===== src/rtl/tdm_pkg.sv =====
// ============================================================================
// tdm_pkg - throttle duty mapper shared definitions
// Item types, fixed widths, queue depths and the step-rate lookup used by the
// front and back parts of the mapper.
// ============================================================================
package tdm_pkg;

    // Field widths
    localparam int SAMPLE_BITS = 10;
    localparam int LEVEL_BITS  = 7;
    localparam int WIDE_BITS   = 16;
    localparam int RATE_BITS   = 8;
    localparam int DUTY_BITS   = 9;
    localparam int QUO_BITS    = 9;
    localparam int SUM_BITS    = 10;

    // Saturation limit of the PWM duty
    localparam logic [DUTY_BITS-1:0] DUTY_MAX = 9'd511;

    // Divider pipeline shape: QUO_BITS = DIV_STAGES * STEPS_PER_STAGE
    localparam int DIV_STAGES      = 3;
    localparam int STEPS_PER_STAGE = 3;

    // Queue depths (powers of two)
    localparam int MID_DEPTH = 4;
    localparam int OUT_DEPTH = 2;

    // One input item
    typedef struct packed {
        logic [SAMPLE_BITS-1:0] light_sample;
        logic [SAMPLE_BITS-1:0] speed_sample;
    } in_item_t;

    // One result item
    typedef struct packed {
        logic [DUTY_BITS-1:0] duty;
        logic                 clamped;
    } out_item_t;

    // Classified item handed from front to back
    typedef struct packed {
        logic [LEVEL_BITS-1:0] light;
        logic [WIDE_BITS-1:0]  speed;
        logic [RATE_BITS-1:0]  rate;
    } work_t;

    // Divider stage contents
    typedef struct packed {
        logic [LEVEL_BITS-1:0] light;
        logic [WIDE_BITS-1:0]  speed;
        logic [RATE_BITS-1:0]  rate;
        logic [RATE_BITS-1:0]  rem;
        logic [QUO_BITS-1:0]   quo;
    } div_t;

    // Step rate: 65535 / (511 - light), truncated, for light 0..127
    function automatic logic [RATE_BITS-1:0] rate_of(input logic [LEVEL_BITS-1:0] light);
        logic [RATE_BITS-1:0] r;
        unique case (light) inside
            [7'd0   : 7'd2  ]: r = 8'd128;
            [7'd3   : 7'd6  ]: r = 8'd129;
            [7'd7   : 7'd10 ]: r = 8'd130;
            [7'd11  : 7'd14 ]: r = 8'd131;
            [7'd15  : 7'd18 ]: r = 8'd132;
            [7'd19  : 7'd21 ]: r = 8'd133;
            [7'd22  : 7'd25 ]: r = 8'd134;
            [7'd26  : 7'd29 ]: r = 8'd135;
            [7'd30  : 7'd32 ]: r = 8'd136;
            [7'd33  : 7'd36 ]: r = 8'd137;
            [7'd37  : 7'd39 ]: r = 8'd138;
            [7'd40  : 7'd42 ]: r = 8'd139;
            [7'd43  : 7'd46 ]: r = 8'd140;
            [7'd47  : 7'd49 ]: r = 8'd141;
            [7'd50  : 7'd52 ]: r = 8'd142;
            [7'd53  : 7'd55 ]: r = 8'd143;
            [7'd56  : 7'd59 ]: r = 8'd144;
            [7'd60  : 7'd62 ]: r = 8'd145;
            [7'd63  : 7'd65 ]: r = 8'd146;
            [7'd66  : 7'd68 ]: r = 8'd147;
            [7'd69  : 7'd71 ]: r = 8'd148;
            [7'd72  : 7'd74 ]: r = 8'd149;
            [7'd75  : 7'd76 ]: r = 8'd150;
            [7'd77  : 7'd79 ]: r = 8'd151;
            [7'd80  : 7'd82 ]: r = 8'd152;
            [7'd83  : 7'd85 ]: r = 8'd153;
            [7'd86  : 7'd88 ]: r = 8'd154;
            [7'd89  : 7'd90 ]: r = 8'd155;
            [7'd91  : 7'd93 ]: r = 8'd156;
            [7'd94  : 7'd96 ]: r = 8'd157;
            [7'd97  : 7'd98 ]: r = 8'd158;
            [7'd99  : 7'd101]: r = 8'd159;
            [7'd102 : 7'd103]: r = 8'd160;
            [7'd104 : 7'd106]: r = 8'd161;
            [7'd107 : 7'd108]: r = 8'd162;
            [7'd109 : 7'd111]: r = 8'd163;
            [7'd112 : 7'd113]: r = 8'd164;
            [7'd114 : 7'd116]: r = 8'd165;
            [7'd117 : 7'd118]: r = 8'd166;
            [7'd119 : 7'd120]: r = 8'd167;
            [7'd121 : 7'd123]: r = 8'd168;
            [7'd124 : 7'd125]: r = 8'd169;
            default:           r = 8'd170;
        endcase
        return r;
    endfunction

endpackage


===== src/rtl/tdm_fifo.sv =====
// ============================================================================
// tdm_fifo - small register queue
// Power-of-two depth queue with push/full and pop/empty sides; the head entry
// is presented while empty is low.
// ============================================================================
module tdm_fifo #(
    parameter int WIDTH = 8,
    parameter int DEPTH = 2
) (
    input  logic             clk,
    input  logic             rst_n,
    input  logic             push,
    output logic             full,
    input  logic [WIDTH-1:0] wdata,
    input  logic             pop,
    output logic             empty,
    output logic [WIDTH-1:0] rdata
);

    localparam int AW = $clog2(DEPTH);
    localparam logic [AW:0] FULL_COUNT = (AW+1)'(DEPTH);

    logic [WIDTH-1:0] mem_reg [DEPTH];
    logic [AW-1:0]    wr_ptr_reg;
    logic [AW-1:0]    rd_ptr_reg;
    logic [AW:0]      count_reg;
    logic [AW:0]      count_next;
    logic             do_push;
    logic             do_pop;

    // Qualify the transfers
    assign full    = (count_reg == FULL_COUNT);
    assign empty   = (count_reg == '0);
    assign do_push = push && !full;
    assign do_pop  = pop && !empty;
    assign rdata   = mem_reg[rd_ptr_reg];

    // Track fill level
    always_comb
    begin
        count_next = count_reg;
        if (do_push && !do_pop)
        begin
            count_next = count_reg + (AW+1)'(1);
        end
        else if (do_pop && !do_push)
        begin
            count_next = count_reg - (AW+1)'(1);
        end
    end

    // Advance pointers and count
    always_ff @(posedge clk or negedge rst_n)
    begin
        if (!rst_n)
        begin
            wr_ptr_reg <= '0;
            rd_ptr_reg <= '0;
            count_reg  <= '0;
        end
        else
        begin
            if (do_push)
            begin
                wr_ptr_reg <= wr_ptr_reg + AW'(1);
            end
            if (do_pop)
            begin
                rd_ptr_reg <= rd_ptr_reg + AW'(1);
            end
            count_reg <= count_next;
        end
    end

    // Store written entries
    always_ff @(posedge clk)
    begin
        if (do_push)
        begin
            mem_reg[wr_ptr_reg] <= wdata;
        end
    end

endmodule


===== src/rtl/tdm_front.sv =====
// ============================================================================
// tdm_front - sample intake and classification
// Reduces the light sample to a level, widens the speed sample and looks up
// the step rate, holding the classified item until the middle queue takes it.
// ============================================================================
module tdm_front (
    input  logic              clk,
    input  logic              rst_n,
    input  logic              push,
    output logic              full,
    input  tdm_pkg::in_item_t samples,
    output logic              mid_push,
    input  logic              mid_full,
    output tdm_pkg::work_t    mid_item
);

    import tdm_pkg::*;

    work_t                 item_reg;
    work_t                 item_next;
    logic                  vld_reg;
    logic                  vld_next;
    logic                  accept;
    logic [LEVEL_BITS-1:0] light;

    // Hold off the source only while the stage is occupied and blocked
    assign full     = vld_reg && mid_full;
    assign accept   = push && !full;
    assign mid_push = vld_reg && !mid_full;
    assign mid_item = item_reg;

    // Classify the incoming samples
    always_comb
    begin
        light           = samples.light_sample[SAMPLE_BITS-1 -: LEVEL_BITS];
        item_next.light = light;
        item_next.speed = WIDE_BITS'({samples.speed_sample,
                                      {(WIDE_BITS-SAMPLE_BITS){1'b0}}});
        item_next.rate  = rate_of(light);
    end

    // Track occupancy
    always_comb
    begin
        vld_next = vld_reg;
        if (accept)
        begin
            vld_next = 1'b1;
        end
        else if (mid_push)
        begin
            vld_next = 1'b0;
        end
    end

    always_ff @(posedge clk or negedge rst_n)
    begin
        if (!rst_n)
        begin
            vld_reg <= 1'b0;
        end
        else
        begin
            vld_reg <= vld_next;
        end
    end

    // Capture on each input transfer
    always_ff @(posedge clk)
    begin
        if (accept)
        begin
            item_reg <= item_next;
        end
    end

endmodule


===== src/rtl/tdm_back.sv =====
// ============================================================================
// tdm_back - pipelined divide and saturate
// Divides the widened speed by the step rate in a three-stage restoring
// divider, adds the light level and saturates the duty.
// ============================================================================
module tdm_back (
    input  logic               clk,
    input  logic               rst_n,
    input  tdm_pkg::work_t     mid_item,
    input  logic               mid_empty,
    output logic               mid_pop,
    output logic               out_push,
    input  logic               out_full,
    output tdm_pkg::out_item_t out_item
);

    import tdm_pkg::*;

    localparam int LAST = DIV_STAGES - 1;

    div_t                  stage_reg  [DIV_STAGES];
    div_t                  stage_next [DIV_STAGES];
    logic [DIV_STAGES-1:0] vld_reg;
    logic [DIV_STAGES-1:0] vld_next;
    div_t                  first;
    logic                  en;
    logic [SUM_BITS-1:0]   sum;
    logic                  over;

    // Run a group of restoring division steps from quotient bit top down
    function automatic div_t div_steps(input div_t d, input logic [3:0] top);
        div_t       r;
        logic [8:0] trial;
        logic [3:0] idx;
        r = d;
        for (int k = 0; k < STEPS_PER_STAGE; k++)
        begin
            idx   = top - 4'(k);
            trial = {r.rem, r.speed[idx]};
            if (trial >= {1'b0, r.rate})
            begin
                trial      = trial - {1'b0, r.rate};
                r.quo[idx] = 1'b1;
            end
            r.rem = trial[RATE_BITS-1:0];
        end
        return r;
    endfunction

    // Stall the whole pipe while the result queue is full
    assign en      = !out_full;
    assign mid_pop = en && !mid_empty;

    // Seed the remainder with the bits above the quotient range
    always_comb
    begin
        first.light = mid_item.light;
        first.speed = mid_item.speed;
        first.rate  = mid_item.rate;
        first.rem   = {1'b0, mid_item.speed[WIDE_BITS-1 -: (WIDE_BITS-QUO_BITS)]};
        first.quo   = '0;
    end

    // Divide, three quotient bits per stage
    always_comb
    begin
        stage_next[0] = div_steps(first, 4'(QUO_BITS - 1));
        vld_next[0]   = mid_pop;
        for (int s = 1; s < DIV_STAGES; s++)
        begin
            stage_next[s] = div_steps(stage_reg[s-1],
                                      4'(QUO_BITS - 1 - s * STEPS_PER_STAGE));
            vld_next[s]   = vld_reg[s-1];
        end
    end

    always_ff @(posedge clk or negedge rst_n)
    begin
        if (!rst_n)
        begin
            vld_reg <= '0;
        end
        else if (en)
        begin
            vld_reg <= vld_next;
        end
    end

    always_ff @(posedge clk)
    begin
        if (en)
        begin
            stage_reg <= stage_next;
        end
    end

    // Add the level and saturate
    always_comb
    begin
        sum              = SUM_BITS'(stage_reg[LAST].light) + SUM_BITS'(stage_reg[LAST].quo);
        over             = (sum > SUM_BITS'(DUTY_MAX));
        out_item.clamped = over;
        out_item.duty    = over ? DUTY_MAX : sum[DUTY_BITS-1:0];
    end

    assign out_push = en && vld_reg[LAST];

endmodule


===== src/rtl/throttle_duty_mapper.sv =====
// ============================================================================
// throttle_duty_mapper - converter samples to motor PWM duty
// Maps an idle-light and a speed sample to a saturated 9-bit duty value.
//
//   channel   ports                    transfer when
//   input     push, full, samples      push && !full
//   result    pop, empty, result       pop && !empty
//
// One item per cycle sustained while the sink keeps popping results; an item's
// result passes from its input transfer through the front register, which loads
// at the transfer, the middle queue, three divider stages (three quotient bits
// each) and the result queue.
// Reset clears all queue pointers and valid flags; no clearing pass.
// A full result queue stalls the divider; the middle queue lets the front keep
// taking items until it too fills.
// ============================================================================
module throttle_duty_mapper #(
    parameter int MID_DEPTH = tdm_pkg::MID_DEPTH,
    parameter int OUT_DEPTH = tdm_pkg::OUT_DEPTH
) (
    input  logic               clk,
    input  logic               rst_n,
    input  logic               push,
    output logic               full,
    input  tdm_pkg::in_item_t  samples,
    output logic               empty,
    input  logic               pop,
    output tdm_pkg::out_item_t result
);

    import tdm_pkg::*;

    logic      mid_push;
    logic      mid_full;
    logic      mid_pop;
    logic      mid_empty;
    work_t     mid_wdata;
    work_t     mid_rdata;
    logic      out_push;
    logic      out_full;
    out_item_t out_wdata;

    // Intake and classify
    tdm_front u_front (
        .clk      (clk),
        .rst_n    (rst_n),
        .push     (push),
        .full     (full),
        .samples  (samples),
        .mid_push (mid_push),
        .mid_full (mid_full),
        .mid_item (mid_wdata)
    );

    // Decouple front from back
    tdm_fifo #(
        .WIDTH ($bits(work_t)),
        .DEPTH (MID_DEPTH)
    ) u_mid_fifo (
        .clk   (clk),
        .rst_n (rst_n),
        .push  (mid_push),
        .full  (mid_full),
        .wdata (mid_wdata),
        .pop   (mid_pop),
        .empty (mid_empty),
        .rdata (mid_rdata)
    );

    // Divide and saturate
    tdm_back u_back (
        .clk       (clk),
        .rst_n     (rst_n),
        .mid_item  (mid_rdata),
        .mid_empty (mid_empty),
        .mid_pop   (mid_pop),
        .out_push  (out_push),
        .out_full  (out_full),
        .out_item  (out_wdata)
    );

    // Hold results for the sink
    tdm_fifo #(
        .WIDTH ($bits(out_item_t)),
        .DEPTH (OUT_DEPTH)
    ) u_out_fifo (
        .clk   (clk),
        .rst_n (rst_n),
        .push  (out_push),
        .full  (out_full),
        .wdata (out_wdata),
        .pop   (pop),
        .empty (empty),
        .rdata (result)
    );

endmodule

===== config.mk =====
export PLATFORM = sky130hd
export DESIGN_NAME = throttle_duty_mapper
export DESIGN_NICKNAME = d
export VERILOG_FILES = /design/src/rtl/tdm_pkg.sv /design/src/rtl/tdm_fifo.sv /design/src/rtl/tdm_front.sv /design/src/rtl/tdm_back.sv /design/src/rtl/throttle_duty_mapper.sv
export SDC_FILE = /design/constraint.sdc
export NUM_CORES = 1
export LEC_CHECK = 0
export BUFFER_PORTS_ARGS = -buffer_cell sky130_fd_sc_hd__buf_4
export CAP_MARGIN = 20
export CORE_UTILIZATION = 59
export CTS_CLUSTER_DIAMETER = 100
export DETAILED_ROUTE_END_ITERATION = 8
export HOLD_SLACK_MARGIN = 0.08
export MAX_ROUTING_LAYER = met4
export PLACE_DENSITY = 0.82
export SLEW_MARGIN = 20
export SYNTH_ARGS = -nofsm -noshare
export SYNTH_HDL_FRONTEND = slang
export SYNTH_SLANG_ARGS = --single-unit

===== constraint.sdc =====
create_clock -name clk -period 10.3 [get_ports clk]
set_input_delay 1.545 -clock clk [delete_from_list [all_inputs] [get_ports clk]]
set_output_delay 1.545 -clock clk [all_outputs]
set_load 0.02 [all_outputs]

**Yosys cells after proc, flatten, opt, wreduce, memory -nomap -nowiden**

Memory sizes are Yosys's and may differ from the RTL's.
Cells that the tools add are included.

- Register bits after elaboration: 120
- RAM bits: 120
- Bits of input ports: 24
- Output and inout bits: 12
- Word-level logic and storage cells: 236
- Memories kept: 2

Memories:

| memory | depth | bits a word | read ports | clocked after Yosys merged registers in | write ports | RTL line | text |
|---|---|---|---|---|---|---|---|
| u_mid_fifo.mem_reg | 4 | 25 | 1 | 0 | 1 | tdm_fifo.sv:23 | `logic [WIDTH-1:0] mem_reg [DEPTH];` |
| u_out_fifo.mem_reg | 2 | 10 | 1 | 0 | 1 | tdm_fifo.sv:23 |  |

- Add/sub/neg operators: 17
- Magnitude comparators: 94
- Equal/unequal tests: 2
- Muxes and demuxes: 23
- Reduce and logical (&&, ||, !) cells: 69

Operators by type and width:

| operator | number |
|---|---|
| $pmux W6 S42 | 1 |
| $le A7 B7 Y1 const B | 24 |
| $ge A7 B7 Y1 const B | 23 |
| $ge A9 B8 Y1 | 8 |
| $ge A7 B6 Y1 const B | 10 |
| $le A7 B6 Y1 const B | 10 |
| $mux W8 | 8 |
| $sub A8 B8 Y8 | 8 |
| $logic_and A1 B1 Y1 | 55 |
| $ge A7 B5 Y1 const B | 4 |
| $le A7 B5 Y1 const B | 4 |
| $ge A7 B4 Y1 const B | 2 |
| $le A7 B4 Y1 const B | 2 |
| $add A7 B9 Y10 | 1 |
| $gt A10 B9 Y1 const B | 1 |
| $logic_not A1 Y1 | 9 |
| $mux W1 | 9 |
| $mux W9 | 1 |
| $ge A8 B8 Y1 | 1 |
| $ge A7 B1 Y1 const B | 1 |
| $ge A7 B2 Y1 const B | 1 |
| $ge A7 B3 Y1 const B | 1 |
| $le A7 B2 Y1 const B | 1 |
| $le A7 B3 Y1 const B | 1 |
| other kinds (12) | 19 |

**Longest topological paths before layout**

- Depth after elaboration: 8
- Gate-level depth with buffers: 32
- Gate-level depth less buffers: 28

**By module**

From an unflattened synthesis, not the netlist that was laid out.

- Cell total of the unflattened synthesis: 1,048
- Area, all modules: 14,128.6 um^2

By module, submodules not included:

| module | instances | cells each | area each (um^2) | seq. area each (um^2) |
|---|---|---|---|---|
| tdm_back | 1 | 636 | 6,660.1 | 2,477.4 |
| tdm_fifo at u_mid_fifo | 1 | 197 | 4,958.5 | 3,898.7 |
| tdm_front | 1 | 165 | 1,590.3 | 715.7 |
| tdm_fifo at u_out_fifo | 1 | 50 | 919.6 | 700.7 |

**Worst setup path after synthesis**

OpenSTA, ideal clock, no wires.

- Path type: register to register
- Start: register u_mid_fifo.rd_ptr_reg[0]
- End: register u_back.stage_reg[106] in the netlist's numbering (data pin)
- Setup time: 260 ps
- Arrival: 7,375 ps
- Required time: 10,040 ps
- Slack: 2,664 ps
- Stages on the path, launching flop included: 33
- Path buffers: 5
- Clock period less this slack: 7,636 ps
- Cell sequence: dfrtp_1 buf_6 buf_1 buf_1 mux4_2 ha_1 inv_1 fa_1 a21o_1 a221o_1 o21ai_4 nor2_1 a21oi_1 inv_1 ha_1 nor2b_1 o31a_1 o31ai_1 o2111ai_2 a31oi_2 buf_6 mux2i_1 ha_1 nor2b_1 o21ai_0 a21boi_0 o21ai_0 nand2_1 and2_1 nor4_4 o21a_1 buf_6 mux2_4

RTL lines:

| element | RTL line | text |
|---|---|---|
| from (decl) | tdm_fifo.sv:25 | `logic [AW-1:0] rd_ptr_reg;` |
| from (signal assigned) | tdm_fifo.sv:69 | `rd_ptr_reg <= rd_ptr_reg + AW'(1);` |
| to (signal assigned) | tdm_back.sv:93 | `stage_reg <= stage_next;` |
| to (decl) | tdm_back.sv:21 | `div_t stage_reg [DIV_STAGES];` |

==> results_dict.tcl <==
set metrics [dict create \
    die_h_um 144 \
    yosys.area_share.simple_pct 11.1 \
    first_global_vias 7267 \
    postSynthCellCount 970 \
    antenna_found_initial 0 \
    dp_hpwl_um 15000 \
    avgRoutedWirePerCell_um 17.2 \
    syn-mean-instance-area_um2 12.2 \
    endpoint_kind "flip-flop" \
    dr_wl_met2_um 11300 \
    core-area_um2 19600 \
    relSlewSlack_pct 33.2 \
    synthArstFlopShare_pct 6.91 \
    cts_tree "yes" \
    crit_buf_inv 4 \
    yosysWarnings 0 \
    routed_wl_um 22000 \
    ys.flop_type "edfxtp_1" \
    num_rows 51 \
    drt-met1-wl_um 9450 \
    yosysTopAreaCellShare_pct 51.1 \
    gp_congestion 0.954 \
    synthTopCellsByCount "edfxtp_1, nor2_1, nand2_1" \
    holdCritStartpoint "u_back.stage_next[47]" \
    grt_max_degree 74 \
    synth.most_common_cell "edfxtp_1" \
    top_layer_used "met4" \
    dr_wl_met3_um 776 \
    finClkSkew_ns 0.0126 \
    cts_post_setup_buffers_inserted 0 \
    slowest_stage "dfrtp_1" \
    synth_nets 1064 \
    reg2reg_slack_ns 1.56 \
    ys_seq_area_share_pct 54.3 \
    ant_nets 0 \
    synth_adder_area_share_pct 7.82 \
    finalCritPeriodShare_pct 84.8 \
    timing.rr.end "u_back.stage_reg[107]" \
    grt-ovfl-total 0 \
    worst_pin_slew_ns 1.00 \
    synth_top_cell_by_area "edfxtp_1" \
    cp.required_ns 10.55 \
    fin_tns_setup_ns 0 \
    syn2layout_area_growth_pct 9.66 \
    largest_register_ffs 92 \
    hp-class "reg2reg" \
    antennaDiodeCount 0 \
    cts.sinks 217 \
    min_path_cells 0 \
    critPathMaxStageDelay_ns 0.66 \
    portBuffers 32 \
    synth-edff-count 202 \
    final_nets 1093 \
    drtPass1Iterations 5 \
    synth_top_family_by_area "compound AO/OA/AOI/OAI gates" \
    crit_family "compound AO/OA/AOI/OAI gates" \
    synth_mux_area_share_pct 8.20 \
    synth_compound_area_share_pct 13.1 \
    setup_viol 0 \
    ios 36 \
    layout-drive-gt1-share_pct 14.1 \
    cp_data_arrival_time_ns 8.99 \
    worstSetupStartpointType "flip-flop" \
    rsz0062_at_grt "no" \
    gr-usage-all-layers_pct 22.6 \
    crit_fanout 13 \
    die_w_um 144 \
    vias_per_cell 5.93 \
    reg2reg_from "u_mid_fifo.rd_ptr_reg[0]" \
    drtIter0Drc 390 \
    outcome "finished, final reports clean" \
    root_buffer "clkbuf_16" \
    drc 0 \
    fin_util_pct 66.5 \
    synth.area.top_cells "edfxtp_1, ha_1, mux4_2" \
    synth_cell_types 73 \
    hold_viol 0 \
    maxCapViolCount 0 \
    timing.final.crit_period_ns 8.74 \
    clkSlewWorstSetupHoldPaths_ns 0.06 \
    hold_buffers 0 \
    hold_end "u_back.stage_reg[47]" \
    cts_made_buffers 23 \
    synth_xor_area_share_pct 2.51 \
    vias 7587 \
    htreeDepth 1 \
    start_util_pct 60.6 \
    cts_resized 0 \
    max_freq_mhz 114 \
    final-max-slew-violation-count 0 \
    ys_ff_latch 217 \
    worstSkewPairLatency_ns 0.50 \
    grt_pass1_wl_um 35700 \
    clk_path_buf_depth 3 \
    crit_type "reg2reg" \
    reg2reg_depth 29 \
    die_area_um2 20700 \
    netlist_area_um2 11900 \
]
layout make-up:
| class | count | area [µm²] |
|---|---|---|
| repair buffers | 41 | 308 |
| well taps | 265 | 332 |
| clock inverters | 6 | 35.0 |
| fillers | 1463 | 6570 |
| inverters | 50 | 190 |
| clock buffers | 35 | 631 |
| multi-input cells | 666 | 5080 |
| flip-flops and latches | 217 | 6440 |
worst register-to-register path, delay by kind of cell (launching register included):
kind	cells	cell delay [ns]
mux	3	1.38
compound gates	12	3.71
simple gates	6	0.93
flops	1	0.66
fa+ha+maj	4	1.21
buf+inv	4	0.60
cell families (layout without fill, tap and decap cells):
family | Yosys count | count (layout)
AO/OA/AOI/OAI | 229 | 229
XOR/XNOR | 34 | 34
adder cells (fa/ha/maj) | 70 | 70
buffers and inverters | 87 | 132
flip-flops | 217 | 217
multiplexers | 65 | 65
AND/OR/NAND/NOR | 268 | 268
layer usage:
metal,global-route usage (%),vias to the layer above
met1,27.9,3691
met4,5.43,0
met5,-,-
met3,3.07,40
li1,-,3711
met2,39.3,145
metrics by stage:
stage,setup WS (ns),hold WS [ns],instance area [µm²],cells
after global routing,1.12,0.423,13000,1280
after floorplan,2.66,0.400,11900,970
after CTS,1.59,0.418,13000,1280
final,1.56,0.419,13000,1280
after global placement,1.92,0.402,12400,1239
after detailed placement,1.70,0.405,12400,1239
worst max-delay path by stage:
stage,start,to,slack (ns),cells past startpoint
2_1_floorplan,u_mid_fifo.rd_ptr_reg[0],u_back.stage_reg[106],2.66,32
3_3_place_gp,u_mid_fifo.rd_ptr_reg[0],u_back.stage_reg[106],1.92,29
3_5_place_dp,u_mid_fifo.rd_ptr_reg[0],u_back.stage_reg[107],1.70,29
4_1_cts,u_mid_fifo.rd_ptr_reg[0],u_back.stage_reg[107],1.59,29
5_1_grt,u_mid_fifo.rd_ptr_reg[0],u_back.stage_reg[107],1.12,29
6_report,u_mid_fifo.rd_ptr_reg[0],u_back.stage_reg[107],1.56,29
cells in the final DEF (no fill, tap or decap), types with 6 or more instances in the layout:
cell type,netlist,layout
o21ai_0,61,61
o31ai_1,10,10
nand2_1,65,65
nand3_1,21,21
and3_1,6,6
xnor2_1,21,21
a21o_1,11,11
ha_1,63,63
clkbuf_16,0,23
mux2_2,30,30
mux4_2,19,19
a21oi_1,43,43
nor2_1,71,71
buf_4,0,41
nor2b_1,22,21
o21bai_1,6,6
mux2i_1,11,11
dfrtp_1,15,15
o21a_1,22,22
fa_1,7,7
or2_2,7,7
and2_1,13,13
o22ai_1,8,8
nand2b_1,17,16
xor2_1,13,13
inv_1,49,49
clkbuf_1,24,11
a21boi_0,10,10
edfxtp_1,202,202
nand4_1,11,11
nor3_1,16,16
o211ai_1,7,7
Power is left out: the tool's default activity adds up to more than one toggle a clock period on the data nets, which glitch-free logic cannot reach.
